[config.mk]
export PLATFORM = sky130hd
export DESIGN_NAME = gbn_ram
export DESIGN_NICKNAME = d
export VERILOG_FILES = /design/src/rtl/gbn_ram.sv
export SDC_FILE = /design/constraint.sdc
export NUM_CORES = 1
export LEC_CHECK = 0
export BUFFER_PORTS_ARGS = -buffer_cell sky130_fd_sc_hd__buf_2
export CAP_MARGIN = 20
export CORE_MARGIN = 2
export CORE_UTILIZATION = 50
export DETAILED_ROUTE_END_ITERATION = 6
export GPL_TIMING_DRIVEN = 0
export PLACE_DENSITY = 0.72
export SKIP_CTS_REPAIR_TIMING = 1
export SYNTH_ARGS = -nofsm -noshare
export SYNTH_HDL_FRONTEND = slang
export SYNTH_SLANG_ARGS = --single-unit
[constraint.sdc]
create_clock -name clk_i -period 1.9 [get_ports clk_i]
set_input_delay 0.38 -clock clk_i [delete_from_list [all_inputs] [get_ports clk_i]]
set_output_delay 0.38 -clock clk_i [all_outputs]
set_load 0.005 [all_outputs]
[src/rtl/gbn_ram.sv]
// ----------------------------------------------------------------------------
// gbn_ram
// generic simple dual-port ram, one write and one registered read port
// ----------------------------------------------------------------------------
module gbn_ram #(
  parameter int WIDTH = 8,
  parameter int DEPTH = 16
) (
  input  logic                     clk_i,
  input  logic                     we_i,
  input  logic [$clog2(DEPTH)-1:0] waddr_i,
  input  logic [WIDTH-1:0]         wdata_i,
  input  logic                     re_i,
  input  logic [$clog2(DEPTH)-1:0] raddr_i,
  output logic [WIDTH-1:0]         rdata_o
);

  logic [WIDTH-1:0] mem [DEPTH];
  logic [WIDTH-1:0] rdata_q;

  always_ff @(posedge clk_i) begin
    if (we_i) begin
      mem[waddr_i] <= wdata_i;
    end
    if (re_i) begin
      rdata_q <= mem[raddr_i];
    end
  end

  assign rdata_o = rdata_q;

endmodule

== After elaboration in Yosys (flattened, before gate mapping) ==
Memory sizes are Yosys's and may differ from the RTL's. A register that Yosys moved wholly into a read port is not among the register bits.
Cells that the tools add are included.

* Bits in registers: 0
* Word-level logic and storage cells: 3
* Bits of input ports: 19
* Latch bits: 0
* Output and inout port bits: 8
* Memories: 1
* Bits in writable memories: 128
* ROM bits: 0

* Reductions and logical operators: 0
* Equal/unequal tests: 0
* Bitwise gates (word level): 0
* Shifts and indexed selects: 0
* Div/mod/pow operators: 0
* Muxes and demuxes: 2
* Add/sub/neg operators: 0
* Multiply operators: 0
* Order comparisons: 0

{| class="wikitable"
|+ Memory list
! memory !! depth !! bits a word !! rd ports !! clocked after memory_dff !! write ports !! RTL line !! source
|-
| mem || 16 || 8 || 1 || 1 || 1 || 18 || <nowiki>logic [WIDTH-1:0] mem [DEPTH];</nowiki>
|}

{| class="wikitable"
|+ Operators with widths
! kind !! count
|-
| 2-to-1 mux 1 bit || 2
|}

== Longest topological paths before layout ==
Gate-level depths: netlist of the first run.

* Word-level depth: 2
* Depth in mapped cells: 5
* Depth with buffers taken out: 3

== Worst setup path after synthesis of the first run ==
No wires, ideal clock.

* Kind: input port to flip-flop
* Start: input waddr_i[2]
* End: memory mem[0][0], enable pin
* Setup slack: 27 ps
* Setup time: 383 ps
* Data required time: 1,517 ps
* Arrival time: 1,490 ps
* Stages on the path: 2
* Cell sequence: or3b_2 -> nor3_1

{| class="wikitable"
|+ RTL lines
! what !! RTL line !! source
|-
| from (decl) || 11 || <nowiki>input logic [$clog2(DEPTH)-1:0] waddr_i,</nowiki>
|-
| to (decl) || 18 ||
|}

No word-level cell before the write port.

==> results.txt, run 1 <==
* Per-instance average area after synthesis: 22.8 sq um
* Category of the critical setup timing path: reg2reg
- Flip-flop and latch count after synthesis: 136
- Data arrives at the worst endpoint at 1.85 ns.
- The share of synthesized area in the top cell type comes to 78.1%.
- Number of sinks driven by the clock tree: 136
- The worst setup path is launched from a register.
- Critical R2R Launch: mem[5][0]
- Dividing the detail-routed wire length by the instance count gives 23.6 um.
- Counting both buffers and inverters, the worst setup path holds a total of 0.
- Standard cell with the maximum stage delay on the critical path: sky130_fd_sc_hd__mux4_1
- Required arrival time at the worst endpoint: 2.15 ns
- Multiplexer share of the synthesized area: 14.8%
- The worst register-to-register path has a setup slack of 0.30 ns.
- Level count of the clock H-tree: 4
* Routability-driven placement congestion ratio: 0.735
* Worst setup startpoint: mem[5][0]
* Areal power density over the cells: 1160 nW/um^2
- Path type of the worst min-delay path: in2reg
- Count of vias placed by the detailed router: 2,481
* Unrepaired setup endpoints after global routing: false
* First drt pass iteration count: 5
- The number of hold-slack violations in the final timing report was 0.
* Number of buffers added on ports: 25
- The number of max-slew violations in the final report is 0.
- Register area share after synthesis: 78.1%
* First DRT Iteration DRCs: 258
* Reg2reg path depth: 3
- Global routing used 19.4% of the available tracks.
* Area overhead of the layout relative to synthesis: 18.0%
* Number of design rule violations left after detail routing: 0
- Die X: 106 um
- At the pin with the least slew margin, the transition time is 0.877 ns.
* Top post-synthesis cells by area: sky130_fd_sc_hd__edfxtp_1 78%, sky130_fd_sc_hd__mux4_2 7.8%, sky130_fd_sc_hd__mux4_1 7.0%
* Cell family contributing the most delay on the critical path: multiplexers
* Worst IR drop on VDD: 0.587 mV
* Minimum setup slack after placement: -0.190 ns
- The mapped netlist covers 5230 sq um.
- The die covers 11,300 sq um.
* Area fraction in compound gates after synthesis: 2.30%
- After legalization and detailed placement, the total HPWL measured 6060 um.
- The initial antenna violation count was 0.
* Max_cap viols: 0
* Wire length of the first global-routing pass: 15,100 um
* CP Cell Sequence: mux4_1 -> a22oi_1 -> nand2_1
* Number of top-level pins: 27
- Adder-cell share of the synthesized area: 0%
- Post-synth top area cell: sky130_fd_sc_hd__edfxtp_1
- The analysis attributes to cell leakage a power of 0.00208 uW.
- No sink is reached through more buffers than the 2 on the longest clock path.
* Number of fill cells: 711
- For this run, the number of Yosys warnings is 0.
- The number of clock buffers added by TritonCTS is 17.
- In this run the clock root is driven by a sky130_fd_sc_hd__clkbuf_8.
- In the routed layout, each cell is associated on average with a via count of 5.84.
- The routed design has 10,000 um of wire.
- Simple-Gate Fraction of Synth Area: 3.14%
- After clock tree synthesis, the clock-pin slew on the worst setup and hold paths is 0.06 ns.
- Worst Clk Skew: 0.0100 ns
- The worst pin sits at a relative slew slack of 41.3%.
- Crit-path max cell delay: 0.56 ns
* Share of final-layout standard cells stronger than drive strength 1: 30.1%
* Crit end category: register
- Entering global routing, the biggest net connects 17 pins.
- Peak fanout along the critical path: 1
* Later-pin clock latency in the skew report: 0.52 ns
- Number of cells in the finished layout apart from fillers: 425
* Effective utilization at floorplan: 51.1%
- Area share of xor/xnor cells in the synthesized design: 0%
- The die is 106 um tall.
* Syn Nets: 248
- Result of the run: complete, no violations
- After the last flow step, the layout net total stands at 296.
* Final critical-path share of the clock period: 84.1%
- Vias in the first global route: 2,475
- Core area: 10,200 sq um
- Count of distinct cell types in the synthesized netlist: 18
- GR Overflow Total: 0
- Worst Setup EP: rdata_o[0]
- The number of placed instances, taps included, is 394.
- In this run the number of cells on the critical path is 3.
* Minimum clock period after layout: 1.60 ns
* Residual antenna-violating net count after detailed routing: 0
- The worst register-to-register path ends at rdata_o[0].
- TritonCTS built the clock tree.
* Maximum achievable frequency: 626 MHz
- Number of instances in the synthesized netlist: 229
- Setup violators final: 0
* Number of cell rows: 37
- After synthesis, the largest family of logic cells by area is multiplexers.
- In the post-route analysis, the smallest setup slack over all paths is 0.303 ns.
* Antenna cell count: 0
layer usage:
layer	part of all wire (%)	global-route usage, %
met5	0	0
met4	0.83	6.67
met3	7.0	5.52
met2	49	29.5
met1	43	27.2
area by class of cell:
type / instances / area [sq um] / share of cell area, %
clock buffers: 18 / 418 / 6.78
well taps: 136 / 170 / 2.76
multi-input cells: 83 / 1060 / 17.1
repair buffers: 29 / 148 / 2.39
flip-flops and latches: 136 / 4080 / 66.2
clock inverters: 13 / 204 / 3.31
plain buffers: 10 / 86.3 / 1.40
cell usage in the layout (no fill, tap or decap), types with 3 or more instances in the layout:
cell type / instances
sky130_fd_sc_hd__a22oi_1: 16
sky130_fd_sc_hd__buf_2: 31
sky130_fd_sc_hd__buf_6: 3
sky130_fd_sc_hd__bufinv_16: 5
sky130_fd_sc_hd__clkbuf_16: 16
sky130_fd_sc_hd__clkdlybuf4s25_2: 3
sky130_fd_sc_hd__clkinv_2: 3
sky130_fd_sc_hd__clkinv_4: 4
sky130_fd_sc_hd__edfxtp_1: 136
sky130_fd_sc_hd__mux4_1: 14
sky130_fd_sc_hd__mux4_2: 18
sky130_fd_sc_hd__nand2_1: 9
sky130_fd_sc_hd__nor2_1: 13
sky130_fd_sc_hd__nor3_1: 4
through the flow:
| stage | utilization, % | area (sq um) | hold WS [ns] | total power (uW) | setup TNS, ns |
|---|---|---|---|---|---|
| after floorplan | - | 5230 | 0.479 | 3630 | 0 |
| after global placement | 54.0 | 5520 | 0.712 | 3760 | -11.62 |
| after detailed placement | 54.2 | 5550 | 0.723 | 3770 | -4.44 |
| after CTS | 60.3 | 6170 | 0.180 | 7190 | 0 |
| after global routing | 60.3 | 6170 | 0.193 | 7330 | 0 |
| final | 60.3 | 6170 | 0.203 | 7140 | 0 |
registers in the layout (all words and copies together), names as in the netlist:
| register | cells |
|---|---|
| rdata_o | 8 |
| mem | 128 |
kinds of logic after synthesis:
family / after synthesis
compound gates: 16
buf+inv: 10
flops: 136
mux: 32
simple gates: 35
power breakdown:
group / total (uW) / internal (uW) / switching, uW
clock: 3430 / 2250 / 1180
sequential: 3400 / 3380 / 15.2
combinational: 316 / 131 / 185
synth_stat cells, drive strengths merged:
master / n
edfxtp: 136
mux4: 32
a22oi: 16
nor2: 13
nand2: 9
buf: 7
nor3: 4
clkdlybuf4s25: 3
nand2b: 2
nand3b: 2
and2: 1
and2b: 1
nand3: 1
nor2b: 1
or3b: 1
worst register-to-register path: stages (launching register included):
cell and delay (ns):
sky130_fd_sc_hd__edfxtp_1 0.35, sky130_fd_sc_hd__mux4_1 0.56, sky130_fd_sc_hd__a22oi_1 0.31, sky130_fd_sc_hd__nand2_1 0.12
how the worst min path moves through the flow:
stage	endpoint	slack [ns]	cells past startpoint	from
final	rdata_o[0]	0.20	1	re_i
after global routing	rdata_o[1]	0.19	1	re_i
after CTS	rdata_o[0]	0.18	1	re_i
after detailed placement	rdata_o[3]	0.72	1	re_i
after global placement	rdata_o[3]	0.71	1	re_i
after floorplan	mem[0][0]	0.48	0	wdata_i[0]
No activity file was read; power rests on OpenSTA's default activity.
==> inputs of run 2 (changes only) <==
- ABC_AREA: not set -> 1
- PLACE_DENSITY: 0.72 -> 0.69
- clock period: 1.9 -> 1.7 ns (I/O delays scaled with it)
==> run 2 against run 1 <==
  * Via count rose by 61%
  * Synthesized cell count rose by 140%
  * Cell area rose by 8.8%
  * Register-to-register slack improved by 0.19 ns
  * Core utilization fell by 1.5 points
  * Flip-flop and latch count did not move
  * Highest routed layer unchanged
==> results.txt, run 2 <==
- The flow ran to the end, and the final reports show no timing, DRC or antenna violations.
* Actual transition at the worst max-transition pin: 1.04 ns (+0.167 ns)
- The final design utilization is 58.8% (-1.5 points).
- Tracing the worst setup path back leads to its startpoint at waddr_i[3].
- Leading cell type in the layout, fill and taps excluded: sky130_fd_sc_hd__nand2_1
* Register area share after synthesis: 69.8% (-8.3 points)
- In this run the critical register-to-register path is launched from mem[10][4].
- Count of distinct cell types in the synthesized netlist: 11 (-7)
- By area, the combinational part of the netlist is dominated by simple AND/OR/NAND/NOR gates.
- Unrepaired setup endpoints after global routing: false
- The count of mapped cells out of synthesis came to 551 (+140%).
- mem holds more flip-flops than any other register.
- Clock tree synthesis selected as its root buffer the cell sky130_fd_sc_hd__clkbuf_16.
- The number of warnings issued by yosys came to 0 (unchanged).
- Later-pin clock latency in the skew report: 0.42 ns (-0.10 ns)
- The complex-gate fraction of the synthesized area is 0% (-2.3 points).
- The top cell types in the final layout, fill and taps aside, are 173 x sky130_fd_sc_hd__nand2_1, 136 x sky130_fd_sc_hd__edfxtp_1, 100 x sky130_fd_sc_hd__inv_1.
* Final critical-path share of the clock period: 87.1%
- Counting I/O delays and the setup requirement, the final critical path takes 1.48 ns.
- The mean instance size in the synthesized netlist was 10.6 sq um (-54%).
* Share of final-layout standard cells stronger than drive strength 1: 12.2% (-18 points)
* Count of pins over their slew limit: 0 (unchanged)
* Number of top-level pins: 27 (unchanged)
- Pin count of the biggest net entering global routing: 17 (unchanged)
- Number of design rule violations left after detail routing: 0 (unchanged)
* Area after detailed placement: 6140 sq um (+11%)
- Vias in the first global route: 3,839 (+55%)
- Derived from the worst setup path, the maximum achievable clock frequency is 675 MHz.
* Simple-Gate Fraction of Synth Area: 20.8% (+18 points)
- STA classifies the critical path startpoint as a primary input.
- The maximum root-to-sink buffer count was 2 (unchanged).
- The per-cell routed wire length is 18.7 um (-21%).
- The number of instances on the worst hold path was 1 (unchanged).
- Antenna cell count: 0 (unchanged)
* Area overhead of the layout relative to synthesis: 14.8%
- The synthesized netlist net count was 570 (+130%).
- Core area: 11,400 sq um (+12%)
- Number of buffers added on ports: 23 (-8.0%)
- The worst hold path begins at re_i.
- Async set-reset flop share out of synthesis: 0% (unchanged)
* Die X: 112 um (+5.5%)
* Commonest cells post-synth: 173 x sky130_fd_sc_hd__nand2_1, 136 x sky130_fd_sc_hd__edfxtp_1, 100 x sky130_fd_sc_hd__inv_1
- Required arrival time at the worst endpoint: 1.73 ns (-0.42 ns)
* Number of antenna violations at the first check in global routing: 0 (unchanged)
- Path type of the worst min-delay path: in2reg
* Clock transition at the register clock pins on the worst setup and hold paths after CTS: 0.05 ns (about the same)
* Max_cap viols: 0 (unchanged)
* Number of cell rows: 39 (+5.4%)
* Leakage power: 0.00290 uW (+39%)
* Wire length of the first global-routing pass: 21,300 um (+42%)
- Areal power density over the cells: 1170 nW/um^2 (+1.2%)
* Adder-cell share of the synthesized area: 0% (unchanged)
- The count of state elements after synthesis was 136 (unchanged).
* Worst hold slack across all endpoints: 0.264 ns (+0.0610 ns)
- The endpoint arrival time on the critical path was 1.51 ns (-0.34 ns).
- Crit end category: register
- Via-to-Cell Ratio: 5.33 (-8.7%)
- The last weighted congestion value of the routability-driven placer was 0.903 (+23%).
* Setup total negative slack: 0 ns (unchanged)
- Proportion of netlist area held by the largest area contributor: 69.8% (-8.3 points)
* Number of CTS-inserted buffers: 17 (unchanged)
- The length of the first detailed-routing pass in iterations was 5 (unchanged).
- Reg2reg path depth: 6 (+3)
* Number of failing hold endpoints at the final stage: 0 (unchanged)
- Worst max-slew margin expressed relative to the limit: 30.1% (-11 points)
* Critical register-to-register path endpoint: rdata_o[4]
* Category of the critical setup timing path: in2reg
* Nets: 612 (+110%)
* Number of flip-flops under the largest register name: 128 (unchanged)
* Gr usage total: 23.0% (+3.6 points)
- The highest fanout seen on the critical path was 8 (+7).
- Top-count cell post-synth: sky130_fd_sc_hd__nand2_1
- The flop-to-flop setup slack came to 0.49 ns (+0.19 ns).
- Detailed-placement wirelength estimate: 9010 um (+49%)
* Worst Clk Skew: 0.00743 ns (-0.00259 ns)
- Among all flip-flop cells after synthesis, the most frequent one is sky130_fd_sc_hd__edfxtp_1.
* Level count of the clock H-tree: 4 (unchanged)
* Setup violators final: 0 (unchanged)
- The routed wire length came to 14,000 um (+39%).
- Area share of xor/xnor cells in the synthesized design: 0% (unchanged)
- Mapped cell area: 5850 sq um (+12%)
- The cell area after layout came to 6710 sq um (+8.8%).
* First DRT Iteration DRCs: 421 (+63%)
- Sorting the synthesized cells by area gives the leading types as sky130_fd_sc_hd__edfxtp_1 70%, sky130_fd_sc_hd__nand2_1 11%, sky130_fd_sc_hd__nand3_1 8.3%.
- The number of enable-type register cells in the synthesized netlist came to 136 (unchanged).
- The overall via count from detail_route came to 3,985 (+61%).
- Hold EP: rdata_o[1]
- Multiplexer share of the synthesized area: 0% (-15 points)
* GR Overflow Total: 0 (unchanged)
- The initial core utilization is 51.2% (+0.11 points).
- DIE HEIGHT: 112 um (+5.5%)
* Residual antenna-violating net count after detailed routing: 0 (unchanged)
- Area of the die: 12,600 sq um (+11%)
- TritonCTS clock tree: yes
* Number of sinks driven by the clock tree: 136 (unchanged)
- The peak ir drop on the vdd network is 0.672 mV (+15%).
* Post-synth top area cell: sky130_fd_sc_hd__edfxtp_1
-- run 2: report_power, final --
group          total, uW  internal, uW  switching, uW  leakage [uW]
sequential          3800          3780           18.3       0.00124
combinational        486           141            345       0.00139
clock               3580          2280           1300      0.000274
-- run 2: worst max path at each step --
stage                 endpoint
finish               mem[4][2]
global route         mem[4][2]
CTS                  mem[4][0]
detailed placement   mem[4][5]
global placement     mem[5][7]
floorplan           mem[10][0]
-- run 2: cell type report --
type	count	area, sq um
Inverter	102	383
Tap cell	143	179
Clock inverter	10	129
Multi-Input combinational cell	289	1210
Clock buffer	21	440
Timing Repair Buffer	23	115
Sequential cell	136	4080
Buffer	24	166
Fill cell	949	4710
-- run 2: worst max-delay path, stage by stage --
cell                       delay (ns)
sky130_fd_sc_hd__buf_2           0.12
sky130_fd_sc_hd__nand3b_1        0.23
sky130_fd_sc_hd__nor2_1          0.83
-- run 2: cell families after synthesis --
logic type    count (synthesis)
flops                       136
buf+inv                     126
simple gates                289
-- run 2: metrics by stage --
stage	power, uW	setup slack, ns	std cells
2_1_floorplan	4130	0.409	551
6_report	7860	0.219	748
3_5_place_dp	4340	-0.161	717
3_3_place_gp	4330	-0.177	717
4_1_cts	7880	0.255	748
5_1_grt	8060	0.201	748
-- run 2: routing by layer --
metal  share of wire, %  track usage, %  vias to the layer above
met1                 42            31.2                     1891
met5                  0               0                        -
li1                   -               -                     1872
met4                1.8            7.64                        0
met3                8.6            6.32                       21
met2                 47            36.4                      201
==> inputs of run 3 (changes only) <==
- CORE_ASPECT_RATIO: not set -> 0.8
==> run 3 against run 2 <==
  * Global-route usage is 1.3 points higher
  * Cell count is 0.67% higher
  * Flip-flop and latch count stayed put
  * Clock power is 15% higher
  * Cell area is 1.4% higher
  * Critical path depth stayed put
  * Critical path type unchanged
==> results.txt, run 3 (synthesis results as in run 2) <==
- The per-cell routed wire length was 18.7 um (+0.10%).
* Gr usage total: 24.3% (+1.3 points)
* Critical R2R Launch: mem[10][3]
- The flop-to-flop setup slack is 0.48 ns (about the same).
- More flip-flops sit in one register than any other, and that register is mem.
* Actual transition at the worst max-transition pin: 0.977 ns (-0.0666 ns)
- The post-route total power came to 8400 uW (+6.8%).
- Worst hold path depth: 1 (unchanged)
* Area of the die: 12,600 sq um (about the same)
- Share of final-layout standard cells stronger than drive strength 1: 12.7% (+0.50 points)
- Number of cell rows: 35 (-10%)
- DIE HEIGHT: 101 um (-10%)
- Core area: 11,500 sq um (+0.48%)
- The library cell used most frequently in the layout, excluding fill and tap cells, is sky130_fd_sc_hd__nand2_1.
- The largest clock skew in the final design is 0.00555 ns (-0.00188 ns).
- First drt pass iteration count: 5 (unchanged)
* Hold EP: rdata_o[1]
- The routed via count divided by cell count came to 5.26 (-1.3%).
* Standard cell with the maximum stage delay on the critical path: sky130_fd_sc_hd__nor2_1
* GR Overflow Total: 0 (unchanged)
* Reg2reg path depth: 6 (unchanged)
- Total area of multi-input combinational cells: 1210 sq um (unchanged)
- The highest fanout seen on the critical path was 8 (unchanged).
* Number of fill cells: 963 (+1.5%)
- Effective utilization at floorplan: 51.0% (-0.25 points)
- The biggest cell delay along the critical path was 0.77 ns (-0.06 ns).
* Critical register-to-register path endpoint: rdata_o[3]
- Number of design rule violations left after detail routing: 0 (unchanged)
- Number of CTS-inserted buffers: 17 (unchanged)
- Broken down by cell family, the worst path's largest delay share belongs to simple AND/OR/NAND/NOR gates.
- Maximum count of clock buffers along a single path: 2 (unchanged)
* Detailed-placement wirelength estimate: 9030 um (+0.26%)
* Worst IR drop on VDD: 0.811 mV (+21%)
- Wire length of the first global-routing pass: 21,900 um (+2.8%)
- The tightest min-delay check is of the in2reg type.
- Final critical-path share of the clock period: 83.4% (-3.8 points)
- The number of max-slew violations in the final report was 0 (unchanged).
- Worst setup startpoint: waddr_i[2]
- Commonest cells after routing, fill and taps aside: 173 x sky130_fd_sc_hd__nand2_1, 136 x sky130_fd_sc_hd__edfxtp_1, 100 x sky130_fd_sc_hd__inv_1
- Most heavily used metal layer in global routing: met2
- Unrepaired setup endpoints after global routing: false
- TritonCTS clock tree: yes
- Leakage power: 0.00293 uW (+1.2%)
- The initial antenna violation count came to 0 (unchanged).
- Level count of the clock H-tree: 4 (unchanged)
- The last weighted congestion value of the routability-driven placer is 0.895 (-0.85%).
- The worst slew margin relative to its limit came to 34.6% (+4.5 points).
- Pin count of the biggest net entering global routing: 17 (unchanged)
- Number of buffers added on ports: 23 (unchanged)
- The required time at the worst-slack endpoint is 1.74 ns (about the same).
- The global routing usage on met3 was 7.32% (+1.0 points).
* CP Cell Sequence: buf_2 -> nand3b_1 -> nor2_1
- Setup violators final: 0 (unchanged)
- The TritonCTS sink count is 136 (unchanged).
- The flow ran to the end, and the final reports show no timing, DRC or antenna violations.
* Clk root buf: sky130_fd_sc_hd__clkbuf_16
- The number of ports placed on the die boundary is 27 (unchanged).
- Max_cap viols: 0 (unchanged)
- The via count of the first global-routing pass is 3,858 (+0.49%).
- The count of inserted antenna diode cells is 0 (unchanged).
- Final design utilization: 59.3% (+0.55 points)
- The width of the die was 125 um (+11%).
* Category of the critical setup timing path: in2reg
- The overall via count from detail_route was 3,959 (-0.65%).
* Minimum clock period after layout: 1.42 ns (-0.0643 ns)
- STA classifies the critical path startpoint as a primary input.
- The global-route track usage on met1 was 33.6% (+2.4 points).
- Data arrival, critical path: 1.46 ns (-0.05 ns)
- WP buf/inv: 1 (unchanged)
- First DRT Iteration DRCs: 399 (-5.2%)
* Residual antenna-violating net count after detailed routing: 0 (unchanged)
* Number of flip-flops under the largest register name: 128 (unchanged)
- The number of hold-slack violations in the final timing report is 0 (unchanged).
- Maximum achievable frequency: 706 MHz (+4.5%)
- Nets: 612 (unchanged)
* Final Routed Wirelength: 14,100 um (+0.77%)
- Met2 demand-to-capacity share in global routing: 37.0% (+0.65 points)
* Clock transition at the register clock pins on the worst setup and hold paths after CTS: 0.06 ns (about the same)
* Area taken by flip-flops and latches: 4080 sq um (unchanged)
- The latest clock arrival within the worst-skew pair is 0.42 ns (about the same).
* Areal power density over the cells: 1230 nW/um^2 (+5.4%)
* Source of the worst hold timing path: re_i
- From synthesis to final layout, the design area changed by 16.4%.
* Crit end category: register
-- run 3: cell count changes in the layout (fill, tap and decap cells not counted) --
| cell | previous run | this run |
|---|---|---|
| sky130_fd_sc_hd__clkinvlp_4 | 2 | 3 |
| sky130_fd_sc_hd__clkbuf_1 | 4 | 2 |
| sky130_fd_sc_hd__bufinv_16 | 3 | 6 |
| sky130_fd_sc_hd__clkinv_2 | 4 | 1 |
| sky130_fd_sc_hd__clkinv_1 | 1 | 0 |
| sky130_fd_sc_hd__clkinv_4 | 0 | 2 |
-- run 3: per-stage QoR --
stage	setup TNS, ns	instances	hold slack, ns	setup WS, ns	area (sq um)
3_5_place_dp	-3.67	722	0.710	-0.117	6150
3_3_place_gp	-3.06	722	0.704	-0.108	6150
5_1_grt	0	753	0.276	0.240	6810
4_1_cts	0	753	0.272	0.338	6810
2_1_floorplan	0	551	0.439	0.409	5850
6_report	0	753	0.278	0.283	6810
-- run 3: worst reg2reg max path, cell delays in order, from the launching register on --
cell	delay (ns)
sky130_fd_sc_hd__edfxtp_1	0.38
sky130_fd_sc_hd__nand2_1	0.09
sky130_fd_sc_hd__nand2_1	0.08
sky130_fd_sc_hd__nand2_1	0.11
sky130_fd_sc_hd__nand3_1	0.08
sky130_fd_sc_hd__nand3_1	0.12
sky130_fd_sc_hd__nand2_1	0.10
-- run 3: worst max-delay path by stage --
stage                 end  slack [ns]  cells after the start
3_5_place_dp    mem[9][3]       -0.12                      3
2_1_floorplan  mem[10][0]        0.41                      2
4_1_cts         mem[6][6]        0.34                      3
5_1_grt         mem[8][7]        0.24                      3
6_report        mem[8][7]        0.28                      3
3_3_place_gp    mem[9][3]       -0.11                      3
-- run 3: layer usage --
| layer | share of wire [%] | up-vias |
|---|---|---|
| li1 | - | 1863 |
| met1 | 42 | 1852 |
| met2 | 45 | 223 |
| met3 | 11 | 21 |
| met4 | 2.4 | 0 |
| met5 | 0 | - |
-- run 3: where the power goes --
part	internal, uW	total, uW	switching (uW)	leakage [uW]
Combinational	141	489	348	0.00139
Clock	2740	4120	1380	0.000309
Sequential	3780	3800	17.4	0.00124
Total	6660	8400	1740	0.00293
-- run 3: cell type report --
type | count | area share [%]
multi-input combinational | 289 | 17.8
buffer | 24 | 2.45
clock buffer | 19 | 6.36
inverter | 102 | 5.63
tap | 148 | 2.72
clock inverter | 12 | 3.31
sequential | 136 | 60.0
timing repair buffer | 23 | 1.69
